==> src/design/rlf_pkg.sv <==
`timescale 1ns / 1ps
`default_nettype none
// ----------------------------------------------------------------------------
// rlf_pkg
// Shared types and constants for the run-length FIFO with weighted take.
// ----------------------------------------------------------------------------
package rlf_pkg;

  localparam int VALUE_W = 32;
  localparam int COUNT_W = 32;
  localparam int TOTAL_W = 64;
  localparam int ENTRY_W = VALUE_W + COUNT_W;

  // command field codes
  localparam logic CMD_PUSH = 1'b0;
  localparam logic CMD_TAKE = 1'b1;

  // status field codes
  localparam logic STATUS_OK   = 1'b0;
  localparam logic STATUS_DROP = 1'b1;

  typedef enum logic [1:0] {
    ST_IDLE,
    ST_CALC,
    ST_ACC,
    ST_FIN
  } state_t;

  // controller -> datapath
  typedef struct packed {
    logic accept;
    logic calc;
    logic acc;
    logic load_out;
  } ctrl_cmd_t;

  // datapath -> controller
  typedef struct packed {
    logic start_loop;
    logic more;
  } dp_status_t;

endpackage : rlf_pkg
`default_nettype wire

==> src/design/run_length_fifo_weighted_take.sv <==
`timescale 1ns / 1ps
`default_nettype none
// ----------------------------------------------------------------------------
// run_length_fifo_weighted_take
// FIFO of runs (value, count) with a weighted take from the front.
// ----------------------------------------------------------------------------
// Usage:
//   Input channel (in_valid / in_stall): one word carries in_cmd, in_run_value
//   and in_amount. A push appends a run at the tail; a push into a full ring
//   is dropped and reported with out_status = 1. A take removes up to
//   in_amount elements from the front and reports sum(value) and the count.
//   Output channel (out_valid / out_stall): exactly one word per input word,
//   in order. A push or an empty/zero take reports zeros in total/taken.
//   Sequence: a push or a take that consumes nothing goes from IDLE to FIN;
//   a take steps CALC then ACC once for each run it touches: CALC multiplies
//   the head run's value by the part taken and pops or writes back the head,
//   ACC adds the product to the total while the RAM reads the next head run.
//   FIN loads the result register; a new word is taken only in IDLE.
//   The result register holds one finished word; a new word is accepted
//   while it waits, and the block holds its next result until the receiver
//   lifts out_stall. Reset (rst_n low, synchronous) empties the ring and
//   drops any pending result; the run RAM itself is not cleared.
// ----------------------------------------------------------------------------
module run_length_fifo_weighted_take #(
  parameter int QUEUE_DEPTH = 16
) (
  input  wire logic                         clk,
  input  wire logic                         rst_n,
  input  wire logic                         in_valid,
  output logic                              in_stall,
  input  wire logic                         in_cmd,
  input  wire logic [rlf_pkg::VALUE_W-1:0]  in_run_value,
  input  wire logic [rlf_pkg::COUNT_W-1:0]  in_amount,
  output logic                              out_valid,
  input  wire logic                         out_stall,
  output logic      [rlf_pkg::TOTAL_W-1:0]  out_total,
  output logic      [rlf_pkg::COUNT_W-1:0]  out_taken,
  output logic                              out_status
);
  import rlf_pkg::*;

  ctrl_cmd_t  cmd;
  dp_status_t sts;

  // sequencer: IDLE -> (CALC -> ACC)* -> FIN
  rlf_ctrl u_ctrl (
    .clk      (clk),
    .rst_n    (rst_n),
    .in_valid (in_valid),
    .in_stall (in_stall),
    .out_valid(out_valid),
    .out_stall(out_stall),
    .sts      (sts),
    .cmd      (cmd)
  );

  // ring storage, pointers, multiply-accumulate, result register
  rlf_dp #(
    .QUEUE_DEPTH(QUEUE_DEPTH)
  ) u_dp (
    .clk         (clk),
    .rst_n       (rst_n),
    .in_cmd      (in_cmd),
    .in_run_value(in_run_value),
    .in_amount   (in_amount),
    .out_total   (out_total),
    .out_taken   (out_taken),
    .out_status  (out_status),
    .cmd         (cmd),
    .sts         (sts)
  );

endmodule : run_length_fifo_weighted_take
`default_nettype wire

==> src/design/rlf_ram.sv <==
`timescale 1ns / 1ps
`default_nettype none
// ----------------------------------------------------------------------------
// rlf_ram
// Generic single-write, single-read RAM with registered read data.
// ----------------------------------------------------------------------------
module rlf_ram #(
  parameter int WIDTH = 64,
  parameter int DEPTH = 16
) (
  input  wire logic                     clk,
  input  wire logic                     we,
  input  wire logic [$clog2(DEPTH)-1:0] waddr,
  input  wire logic [WIDTH-1:0]         wdata,
  input  wire logic [$clog2(DEPTH)-1:0] raddr,
  output logic      [WIDTH-1:0]         rdata
);

  logic [WIDTH-1:0] mem [DEPTH];

  always_ff @(posedge clk) begin
    if (we) begin
      mem[waddr] <= wdata;
    end
    rdata <= mem[raddr];
  end

endmodule : rlf_ram
`default_nettype wire

==> src/design/rlf_ctrl.sv <==
`timescale 1ns / 1ps
`default_nettype none
// ----------------------------------------------------------------------------
// rlf_ctrl
// Sequencer: accepts a word, steps the take loop, hands off to the output
// register.
// ----------------------------------------------------------------------------
module rlf_ctrl (
  input  wire logic               clk,
  input  wire logic               rst_n,
  input  wire logic               in_valid,
  output logic                    in_stall,
  output logic                    out_valid,
  input  wire logic               out_stall,
  input  wire rlf_pkg::dp_status_t sts,
  output rlf_pkg::ctrl_cmd_t      cmd
);
  import rlf_pkg::*;

  state_t state_r, state_nxt;
  logic   out_valid_r, out_valid_nxt;
  logic   slot_free;

  assign slot_free = !out_valid_r || !out_stall;

  // next state
  always_comb begin
    state_nxt = state_r;
    case (state_r)
      ST_IDLE: begin
        if (in_valid) begin
          state_nxt = sts.start_loop ? ST_CALC : ST_FIN;
        end
      end
      ST_CALC: state_nxt = ST_ACC;
      ST_ACC:  state_nxt = sts.more ? ST_CALC : ST_FIN;
      ST_FIN: begin
        if (slot_free) begin
          state_nxt = ST_IDLE;
        end
      end
      default: state_nxt = ST_IDLE;
    endcase
  end

  // outputs
  always_comb begin
    in_stall     = 1'b1;
    cmd          = '0;
    case (state_r)
      ST_IDLE: begin
        in_stall   = 1'b0;
        cmd.accept = in_valid;
      end
      ST_CALC: cmd.calc = 1'b1;
      ST_ACC:  cmd.acc  = 1'b1;
      ST_FIN:  cmd.load_out = slot_free;
      default: in_stall = 1'b1;
    endcase
  end

  always_comb begin
    if (cmd.load_out) begin
      out_valid_nxt = 1'b1;
    end else begin
      out_valid_nxt = out_valid_r && out_stall;
    end
  end

  always_ff @(posedge clk) begin
    if (!rst_n) begin
      state_r     <= ST_IDLE;
      out_valid_r <= 1'b0;
    end else begin
      state_r     <= state_nxt;
      out_valid_r <= out_valid_nxt;
    end
  end

  assign out_valid = out_valid_r;

endmodule : rlf_ctrl
`default_nettype wire

==> src/design/rlf_dp.sv <==
`timescale 1ns / 1ps
`default_nettype none
// ----------------------------------------------------------------------------
// rlf_dp
// Datapath: run ring in RAM, head/tail/occupancy, take accumulator and
// output register.
// ----------------------------------------------------------------------------
module rlf_dp #(
  parameter int QUEUE_DEPTH = 16
) (
  input  wire logic                         clk,
  input  wire logic                         rst_n,
  input  wire logic                         in_cmd,
  input  wire logic [rlf_pkg::VALUE_W-1:0]  in_run_value,
  input  wire logic [rlf_pkg::COUNT_W-1:0]  in_amount,
  output logic      [rlf_pkg::TOTAL_W-1:0]  out_total,
  output logic      [rlf_pkg::COUNT_W-1:0]  out_taken,
  output logic                              out_status,
  input  wire rlf_pkg::ctrl_cmd_t           cmd,
  output rlf_pkg::dp_status_t               sts
);
  import rlf_pkg::*;

  localparam int PW = $clog2(QUEUE_DEPTH);
  localparam int OW = $clog2(QUEUE_DEPTH + 1);

  function automatic logic [PW-1:0] ring_next(input logic [PW-1:0] p);
    ring_next = (p == PW'(QUEUE_DEPTH - 1)) ? '0 : p + PW'(1);
  endfunction

  logic [PW-1:0]      head_r, head_nxt;
  logic [PW-1:0]      tail_r, tail_nxt;
  logic [OW-1:0]      occ_r, occ_nxt;
  logic [COUNT_W-1:0] need_r, need_nxt;
  logic [COUNT_W-1:0] taken_r, taken_nxt;
  logic [TOTAL_W-1:0] total_r, total_nxt;
  logic [TOTAL_W-1:0] prod_r, prod_nxt;
  logic               status_r, status_nxt;
  logic [TOTAL_W-1:0] out_total_r;
  logic [COUNT_W-1:0] out_taken_r;
  logic               out_status_r;

  logic               full;
  logic               push_ok;
  logic [ENTRY_W-1:0] rd_data;
  logic [VALUE_W-1:0] rd_value;
  logic [COUNT_W-1:0] rd_count;
  logic [COUNT_W-1:0] sub;
  logic [COUNT_W-1:0] remain;
  logic               we;
  logic [PW-1:0]      waddr;
  logic [ENTRY_W-1:0] wdata;

  assign full     = (occ_r == OW'(QUEUE_DEPTH));
  assign push_ok  = cmd.accept && (in_cmd == CMD_PUSH) && !full;
  assign rd_value = rd_data[ENTRY_W-1 -: VALUE_W];
  assign rd_count = rd_data[COUNT_W-1:0];
  assign sub      = (need_r < rd_count) ? need_r : rd_count;
  assign remain   = rd_count - sub;

  // head entry is always on the read port
  rlf_ram #(
    .WIDTH(ENTRY_W),
    .DEPTH(QUEUE_DEPTH)
  ) u_ram (
    .clk  (clk),
    .we   (we),
    .waddr(waddr),
    .wdata(wdata),
    .raddr(head_r),
    .rdata(rd_data)
  );

  // push at tail, or write back the leftover of a partly taken head run
  always_comb begin
    we    = 1'b0;
    waddr = tail_r;
    wdata = {in_run_value, in_amount};
    if (push_ok) begin
      we = 1'b1;
    end else if (cmd.calc && (remain != '0)) begin
      we    = 1'b1;
      waddr = head_r;
      wdata = {rd_value, remain};
    end
  end

  always_comb begin
    head_nxt   = head_r;
    tail_nxt   = tail_r;
    occ_nxt    = occ_r;
    need_nxt   = need_r;
    taken_nxt  = taken_r;
    total_nxt  = total_r;
    prod_nxt   = prod_r;
    status_nxt = status_r;
    if (cmd.accept) begin
      need_nxt   = in_amount;
      taken_nxt  = '0;
      total_nxt  = '0;
      status_nxt = ((in_cmd == CMD_PUSH) && full) ? STATUS_DROP : STATUS_OK;
      if (push_ok) begin
        tail_nxt = ring_next(tail_r);
        occ_nxt  = occ_r + OW'(1);
      end
    end
    if (cmd.calc) begin
      prod_nxt  = TOTAL_W'(sub) * TOTAL_W'(rd_value);
      taken_nxt = taken_r + sub;
      need_nxt  = need_r - sub;
      if (remain == '0) begin
        head_nxt = ring_next(head_r);
        occ_nxt  = occ_r - OW'(1);
      end
    end
    if (cmd.acc) begin
      total_nxt = total_r + prod_r;
    end
  end

  always_ff @(posedge clk) begin
    if (!rst_n) begin
      head_r <= '0;
      tail_r <= '0;
      occ_r  <= '0;
    end else begin
      head_r <= head_nxt;
      tail_r <= tail_nxt;
      occ_r  <= occ_nxt;
    end
  end

  always_ff @(posedge clk) begin
    need_r   <= need_nxt;
    taken_r  <= taken_nxt;
    total_r  <= total_nxt;
    prod_r   <= prod_nxt;
    status_r <= status_nxt;
    if (cmd.load_out) begin
      out_total_r  <= total_r;
      out_taken_r  <= taken_r;
      out_status_r <= status_r;
    end
  end

  assign sts.start_loop = (in_cmd == CMD_TAKE) && (in_amount != '0) && (occ_r != '0);
  assign sts.more       = (need_r != '0) && (occ_r != '0);

  assign out_total  = out_total_r;
  assign out_taken  = out_taken_r;
  assign out_status = out_status_r;

  a_occ_bound: assert property (@(posedge clk) disable iff (!rst_n)
    occ_r <= OW'(QUEUE_DEPTH))
    else $error("occupancy above ring depth");

  a_ptr_meet: assert property (@(posedge clk) disable iff (!rst_n)
    ((occ_r == '0) || full) |-> (head_r == tail_r))
    else $error("head and tail disagree with empty or full ring");

  a_need_down: assert property (@(posedge clk) disable iff (!rst_n)
    cmd.calc |=> (need_r <= $past(need_r)) && (taken_r >= $past(taken_r)))
    else $error("take loop moved need or taken the wrong way");

  a_push_no_loop: assert property (@(posedge clk) disable iff (!rst_n)
    push_ok |-> !sts.start_loop)
    else $error("push started the take loop");

endmodule : rlf_dp
`default_nettype wire

==> config.mk <==
export PLATFORM = sky130hd
export DESIGN_NAME = run_length_fifo_weighted_take
export DESIGN_NICKNAME = d
export VERILOG_FILES = /design/src/design/rlf_pkg.sv /design/src/design/run_length_fifo_weighted_take.sv /design/src/design/rlf_ram.sv /design/src/design/rlf_ctrl.sv /design/src/design/rlf_dp.sv
export SDC_FILE = /design/constraint.sdc
export NUM_CORES = 2
export LEC_CHECK = 0
export BUFFER_PORTS_ARGS = -buffer_cell sky130_fd_sc_hd__buf_4
export CAP_MARGIN = 20
export CELL_PAD_IN_SITES_DETAIL_PLACEMENT = 1
export CELL_PAD_IN_SITES_GLOBAL_PLACEMENT = 1
export CORE_MARGIN = 5
export CORE_UTILIZATION = 45
export CTS_CLUSTER_DIAMETER = 150
export CTS_CLUSTER_SIZE = 10
export DETAILED_ROUTE_END_ITERATION = 16
export PLACE_DENSITY_LB_ADDON = 0.1
export SYNTH_ARGS = -nofsm -noshare
export SYNTH_HDL_FRONTEND = slang
export SYNTH_SLANG_ARGS = --single-unit
export TNS_END_PERCENT = 5
==> constraint.sdc <==
create_clock -name clk -period 16.8 [get_ports clk]
set_input_delay 2.52 -clock clk [delete_from_list [all_inputs] [get_ports clk]]
set_output_delay 2.52 -clock clk [all_outputs]
set_load 0.02 [all_outputs]
### Word-level counts from Yosys, hierarchy flattened

Memory sizes are Yosys's and may differ from the RTL's. A register that Yosys moved wholly into a read port is not among the register bits.
Index checks and enable logic that the tools add are counted.

* output and inout bits: 99
* register bits: 306
* memory bits (writable): 1024
* memories kept: 1
* input bits: 69

* bitwise gates (word level): 1
* eq/ne operators: 8
* reductions and logical operators: 23
* multiplexer cells: 33
* $add $sub $neg: 8
* $mul: 1
* $lt $le $gt $ge: 1

Memory list
* u_dp.u_ram.mem: words 16, bits a word 64, rd ports 1, clocked after Yosys merged registers in 1, wr ports 1, RTL line rlf_ram.sv:19 `logic [WIDTH-1:0] mem [DEPTH];`

Operators by type and width (number)
* $mux 64: 4
* $mux 32: 5
* $reduce_bool 32->1: 3
* $add 64x64->64: 1
* $mul 32x32->64: 1
* $sub 32x32->32: 2
* $add 32x32->32: 1
* $logic_not 32->1: 1
* $lt 32x32->1: 1
* $mux 5: 4
* $mux 4: 4
* $mux 1: 11
* $add 4x1->4 const B: 2
* $eq 4x4->1 const B: 2
* $logic_and 1x1->1: 8
* $mux 2: 4
* $pmux 2 s4: 1
* $reduce_and 2->1: 3
* $add 5x1->5 const B: 1
* $eq 5x5->1 const B: 1
* $reduce_bool 5->1: 1
* $sub 5x1->5 const B: 1
* $eq 2x2->1 const B: 2
* $reduce_bool 2->1: 2
* 7 further kinds: 9

### Depth between registers and ports, before layout

* depth in word-level cells: 9
* mapped depth: 43
* depth with buffers taken out: 39

### Cells and area by module

Synthesis repeated with hierarchy kept, for this count alone.

* cells, all modules: 7435
* area, all modules: 94252.9 µm²

By module, submodules not included
* rlf_dp: instances 1, sequential area each 8968.6 µm², area an instance 54512.3 µm², cells an instance 5769
* rlf_ram: instances 1, sequential area each 32030.7 µm², area an instance 39581.7 µm², cells an instance 1647
* rlf_ctrl: instances 1, sequential area each 60.1 µm², area an instance 158.9 µm², cells an instance 19

### Least setup slack after synthesis

No wires, ideal clock.

* kind: flip-flop to flip-flop
* start point: register u_dp.need_r[18]
* end point: register u_dp.prod_r[56] (data pin)
* clock period less this slack: 9.593 ns
* setup slack: 7.207 ns
* arrival: 9.334 ns
* path buffers: 4
* cell stages (with the launch flop): 37
* cell sequence: edfxtp_1 ha_1 a21o_1 a2111oi_0 nand2_1 o21ai_0 and3b_1 clkbuf_1 buf_1 nand2_1 o21ai_1 clkbuf_1 nand2_1 fa_1 fa_1 fa_1 fa_1 inv_1 fa_1 inv_1 fa_1 fa_1 fa_1 inv_1 ha_1 clkbuf_1 a21o_1 a21o_1 a21o_1 a21oi_1 o21ai_0 a22oi_1 o221ai_1 o31ai_1 o21ai_0 a21boi_0 xnor2_1

* longest elaborated chain between the ends: 3

RTL lines
* start, declared: RTL line rlf_dp.sv:34 `logic [COUNT_W-1:0] need_r, need_nxt;`
* start signal, assigned: RTL line rlf_dp.sv:134 `need_r <= need_nxt;`
* $lt 32x32->1: RTL line rlf_dp.sv:58 `assign sub = (need_r < rd_count) ? need_r : rd_count;`
* $mux 32 (*): RTL line rlf_dp.sv:58
* $mul 32x32->64 (*): RTL line rlf_dp.sv:108 `prod_nxt = TOTAL_W'(sub) * TOTAL_W'(rd_value);`
* end signal, assigned: RTL line rlf_dp.sv:137 `prod_r <= prod_nxt;`
* end, declared: RTL line rlf_dp.sv:37 `logic [TOTAL_W-1:0] prod_r, prod_nxt;`

Every way passes the cells marked *; elsewhere a longest branch is shown, timed or not.
A chain may end at the register's enable or synchronous reset.

### Worst setup path in the final report

* start point: register u_dp.need_r[21]
* end point: register u_dp.prod_r[56] (data pin)

Same word-level chain as after synthesis.

==> summary.txt <==
Global routing
  – Total track usage: 24.71%
  – Global-route wire length before repair: 405500 µm
  – Remaining Overflow, GRT: 0
  – Vias in the first global route: 63850
  – Initial antenna violation count: 23
  – Largest net degree at the start of global routing: 109

Synth
  – Main flop type after synthesis: edfxtp_1
  – Syn Area/Cell: 12.90 µm²
  – Syn. warnings: 0
  – Post-synth EDFFs: 1314
  – Post-synthesis sequential area ratio: 43.79%
  – Most frequent cell after synthesis: edfxtp_1
  – Post-synth cell types: 83
  – Post-Synthesis Cell Area: 0.09376 mm²
  – Yosys reg bits: 1394
  – Post-synth top area cell: edfxtp_1
  – Area contributors post-synth: edfxtp_1 42%, fa_1 19%, mux4_2 7.7%, ha_1 6.1%, inv_1 4.0%
  – Synth cell count leaders: 1314 x edfxtp_1, 1000 x inv_1, 900 x fa_1
  – Syn nets: 8693
  – Post-synth top area share: 42.09%
  – Post-Synthesis Cells: 7270
  – Synth async-reset ratio: 0%

STA
  – Fin crit period: 11.39 ns
  – Clock skew: 0.05270 ns
  – Setup TNS: 0 ns
  – Slew Viols, Final: 0
  – RSZ-0062 raised after global routing: no
  – Final hold vios: 0
  – Max Freq: 87.77 MHz
  – Slew of the pin with the lowest slew margin: 1.107 ns
  – Max_slew headroom: 25.87%
  – Final period util: 67.82%
  – Endpoints failing setup: 0

Critical path
  – Most common cell on crit path: fa_1
  – Worst r2r path cells: 35
  – Slowest-stage cell, CP: and3b_4
  – Worst R2R End: u_dp.prod_r[56]$_DFFE_PP_
  – Crit path DAT: 11.98 ns
  – CP Capture Type: register
  – R2R Setup Slk: 5.41 ns
  – Max stage delay on crit path: 0.80 ns
  – Worst r2r src: u_dp.need_r[21]$_DFFE_PP_
  – WS Path Type: reg2reg
  – Max FO, Critical Path: 41
  – Worst Setup Start Kind: register
  – CP required: 17.38 ns

Routing
  – DR WL/cell: 25.98 µm
  – Vias: 57527
  – Vias per std cell: 5.616
  – Final WL: 266100 µm
  – Detailed Route Iter0 Violations: 3950
  – # DRC: 0
  – Final ANT Viol Nets: 0
  – Drt first pass iters: 5

Clocking
  – # resized after CTS: 0
  – H-tree lvl count: 4
  – Clock Path Buffers: 3
  – CTS clock-pin slew for the worst setup and hold paths: 0.07 ns
  – Hold Buf Count CTS: 0
  – Num CTS Buffers: 157
  – CTS tree: done
  – Postcts setup bufs: 0
  – Clk Tree Root Cell: clkbuf_16
  – CTS Sinks: 1394
  – Worst-Skew Late Latency: 0.84 ns

Die
  – Core ar.: 0.2073 mm²
  – Chip Width: 466.5 µm
  – # IOs: 168
  – Die span in y: 466.5 µm
  – Die Area: 0.2176 mm²
  – Num rows: 167
  – Initial Util: 45.23%

Worst hold path
  – HP Class: reg2reg
  – Hold EP: u_dp.out_total[3]$_DFFE_PP_
  – Hold Crit Depth: 0
  – HP Start: u_dp.total_r[3]$_SDFFCE_PN0P_

Cells and area
  – Area Growth Syn to Fin: 9.870%
  – Nets: 8785
  – Layout cells sized above 1: 12.44%

Job
  – Reported max-cap violation count: 0

Placed design
  – PortBufs: 167
  – GP Congestion: 0.8734
  – Detailed Place HPWL: 183700 µm

Status
  – Status: finished, final reports clean
==> worst max-delay path by stage <==
| stage | endpoint | startpoint | slack, ns | cells after the start |
|---|---|---|---|---|
| 5_1_grt | u_dp.prod_r[56]$_DFFE_PP_ | u_dp.need_r[18]$_DFFE_PP_ | 4.81 | 35 |
| 4_1_cts | u_dp.prod_r[56]$_DFFE_PP_ | u_dp.need_r[21]$_DFFE_PP_ | 5.34 | 35 |
| 6_report | u_dp.prod_r[56]$_DFFE_PP_ | u_dp.need_r[21]$_DFFE_PP_ | 5.41 | 35 |
| 3_5_place_dp | u_dp.prod_r[56]$_DFFE_PP_ | u_dp.need_r[21]$_DFFE_PP_ | 5.34 | 35 |
| 3_3_place_gp | u_dp.prod_r[56]$_DFFE_PP_ | u_dp.need_r[29]$_DFFE_PP_ | 5.44 | 35 |
| 2_1_floorplan | u_dp.prod_r[56]$_DFFE_PP_ | u_dp.need_r[18]$_DFFE_PP_ | 7.21 | 36 |
==> through the flow <==
step / hold slack, ns / utilization, % / std cells / area (µm²) / worst slack (ns)
after floorplan: 0.4003 / - / 7270 / 93760 / 7.207
after global placement: 0.4480 / 47.51 / 9991 / 98480 / 5.438
after detailed placement: 0.4496 / 47.51 / 9991 / 98480 / 5.342
after CTS: 0.4615 / 49.69 / 10237 / 103000 / 5.344
after global routing: 0.4704 / 49.69 / 10242 / 103000 / 4.814
final: 0.4580 / 49.70 / 10244 / 103000 / 5.407
==> logic make-up (layout without fill, tap and decap cells) <==
logic type	after synthesis	in the layout	share of synthesized area, %
other	0	7	0
muxes	390	390	8.712
xor gates and xnor gates	181	181	1.691
and+or+nand+nor	1778	1778	9.486
adders and majority gates	1354	1354	25.28
DFF	1394	1394	43.79
AOI/OAI and AO/OA	812	812	5.486
buffers and inverters	1361	1540	5.557
==> area by class of cell <==
cell class                      instances  area, µm²
Fill cell                           20972     104300
Multi-Input combinational cell       4515      47930
Sequential cell                      1394      41080
Clock buffer                          232       4232
Inverter                             1000       3756
Tap cell                             2788       3488
Timing Repair Buffer                  294       2232
Clock inverter                         14      280.3
Antenna cell                            7      17.52
==> critical path: cells and delay by family, from the launching register on <==
kind / cells / cell delay [ns]
AOI/OAI and AO/OA: 15 / 3.55
xor gates and xnor gates: 1 / 0.08
adders and majority gates: 10 / 4.57
buffers and inverters: 6 / 1.25
DFF: 1 / 0.45
and+or+nand+nor: 3 / 1.21
==> sequential cells by signal (all words and copies together) (netlist names) <==
| register | flops |
|---|---|
| u_dp.u_ram.mem | 1024 |
| u_ctrl.state_r | 2 |
| u_dp.out_total | 64 |
| u_dp.total_r | 64 |
| u_dp.need_r | 32 |
| u_dp.prod_r | 64 |
| u_dp.taken_r | 32 |
| u_dp.out_taken | 32 |
| u_dp.occ_r | 5 |
| u_dp.head_r | 4 |
| u_dp.status_r | 1 |
| u_dp.u_ram.rdata | 64 |
| u_dp.out_status | 1 |
| u_ctrl.out_valid | 1 |
| u_dp.tail_r | 4 |
==> per-layer routing <==
layer	global-route usage, %	share of wire (%)	up-vias
met1	34.72	45	30753
li1	-	-	25077
met4	6.233	2.5	2
met3	3.307	4.9	330
met2	40.95	48	1365
met5	0	0.0049	-
==> cells in the final DEF (no fill, tap or decap), drive strengths merged, types with 11 or more instances in the layout <==
master  netlist  routed
edfxtp     1314    1314
inv        1000    1001
fa          900     900
nand2       673     673
and2        580     580
ha          454     454
mux4        320     320
buf          30     294
a21oi       236     236
clkbuf      331     232
nor2        219     219
o21ai       197     197
a21o        132     132
xnor2       102     102
dfxtp        80      80
xor2         79      79
mux2         58      58
nand4        50      50
nand3        50      50
nor3         32      32
o21bai       31      31
nand2b       30      30
a31oi        30      30
nor4         26      26
and3         25      25
nor2b        25      25
a211oi       25      25
o21a         20      20
o211ai       19      19
or3          18      18
clkinv        0      13
a311oi       12      12
mux2i        12      12
a21boi       11      11
nor3b        11      11
Power is not shown: default switching activity piles up to over one toggle a cycle in this logic, so the estimate is an artifact.
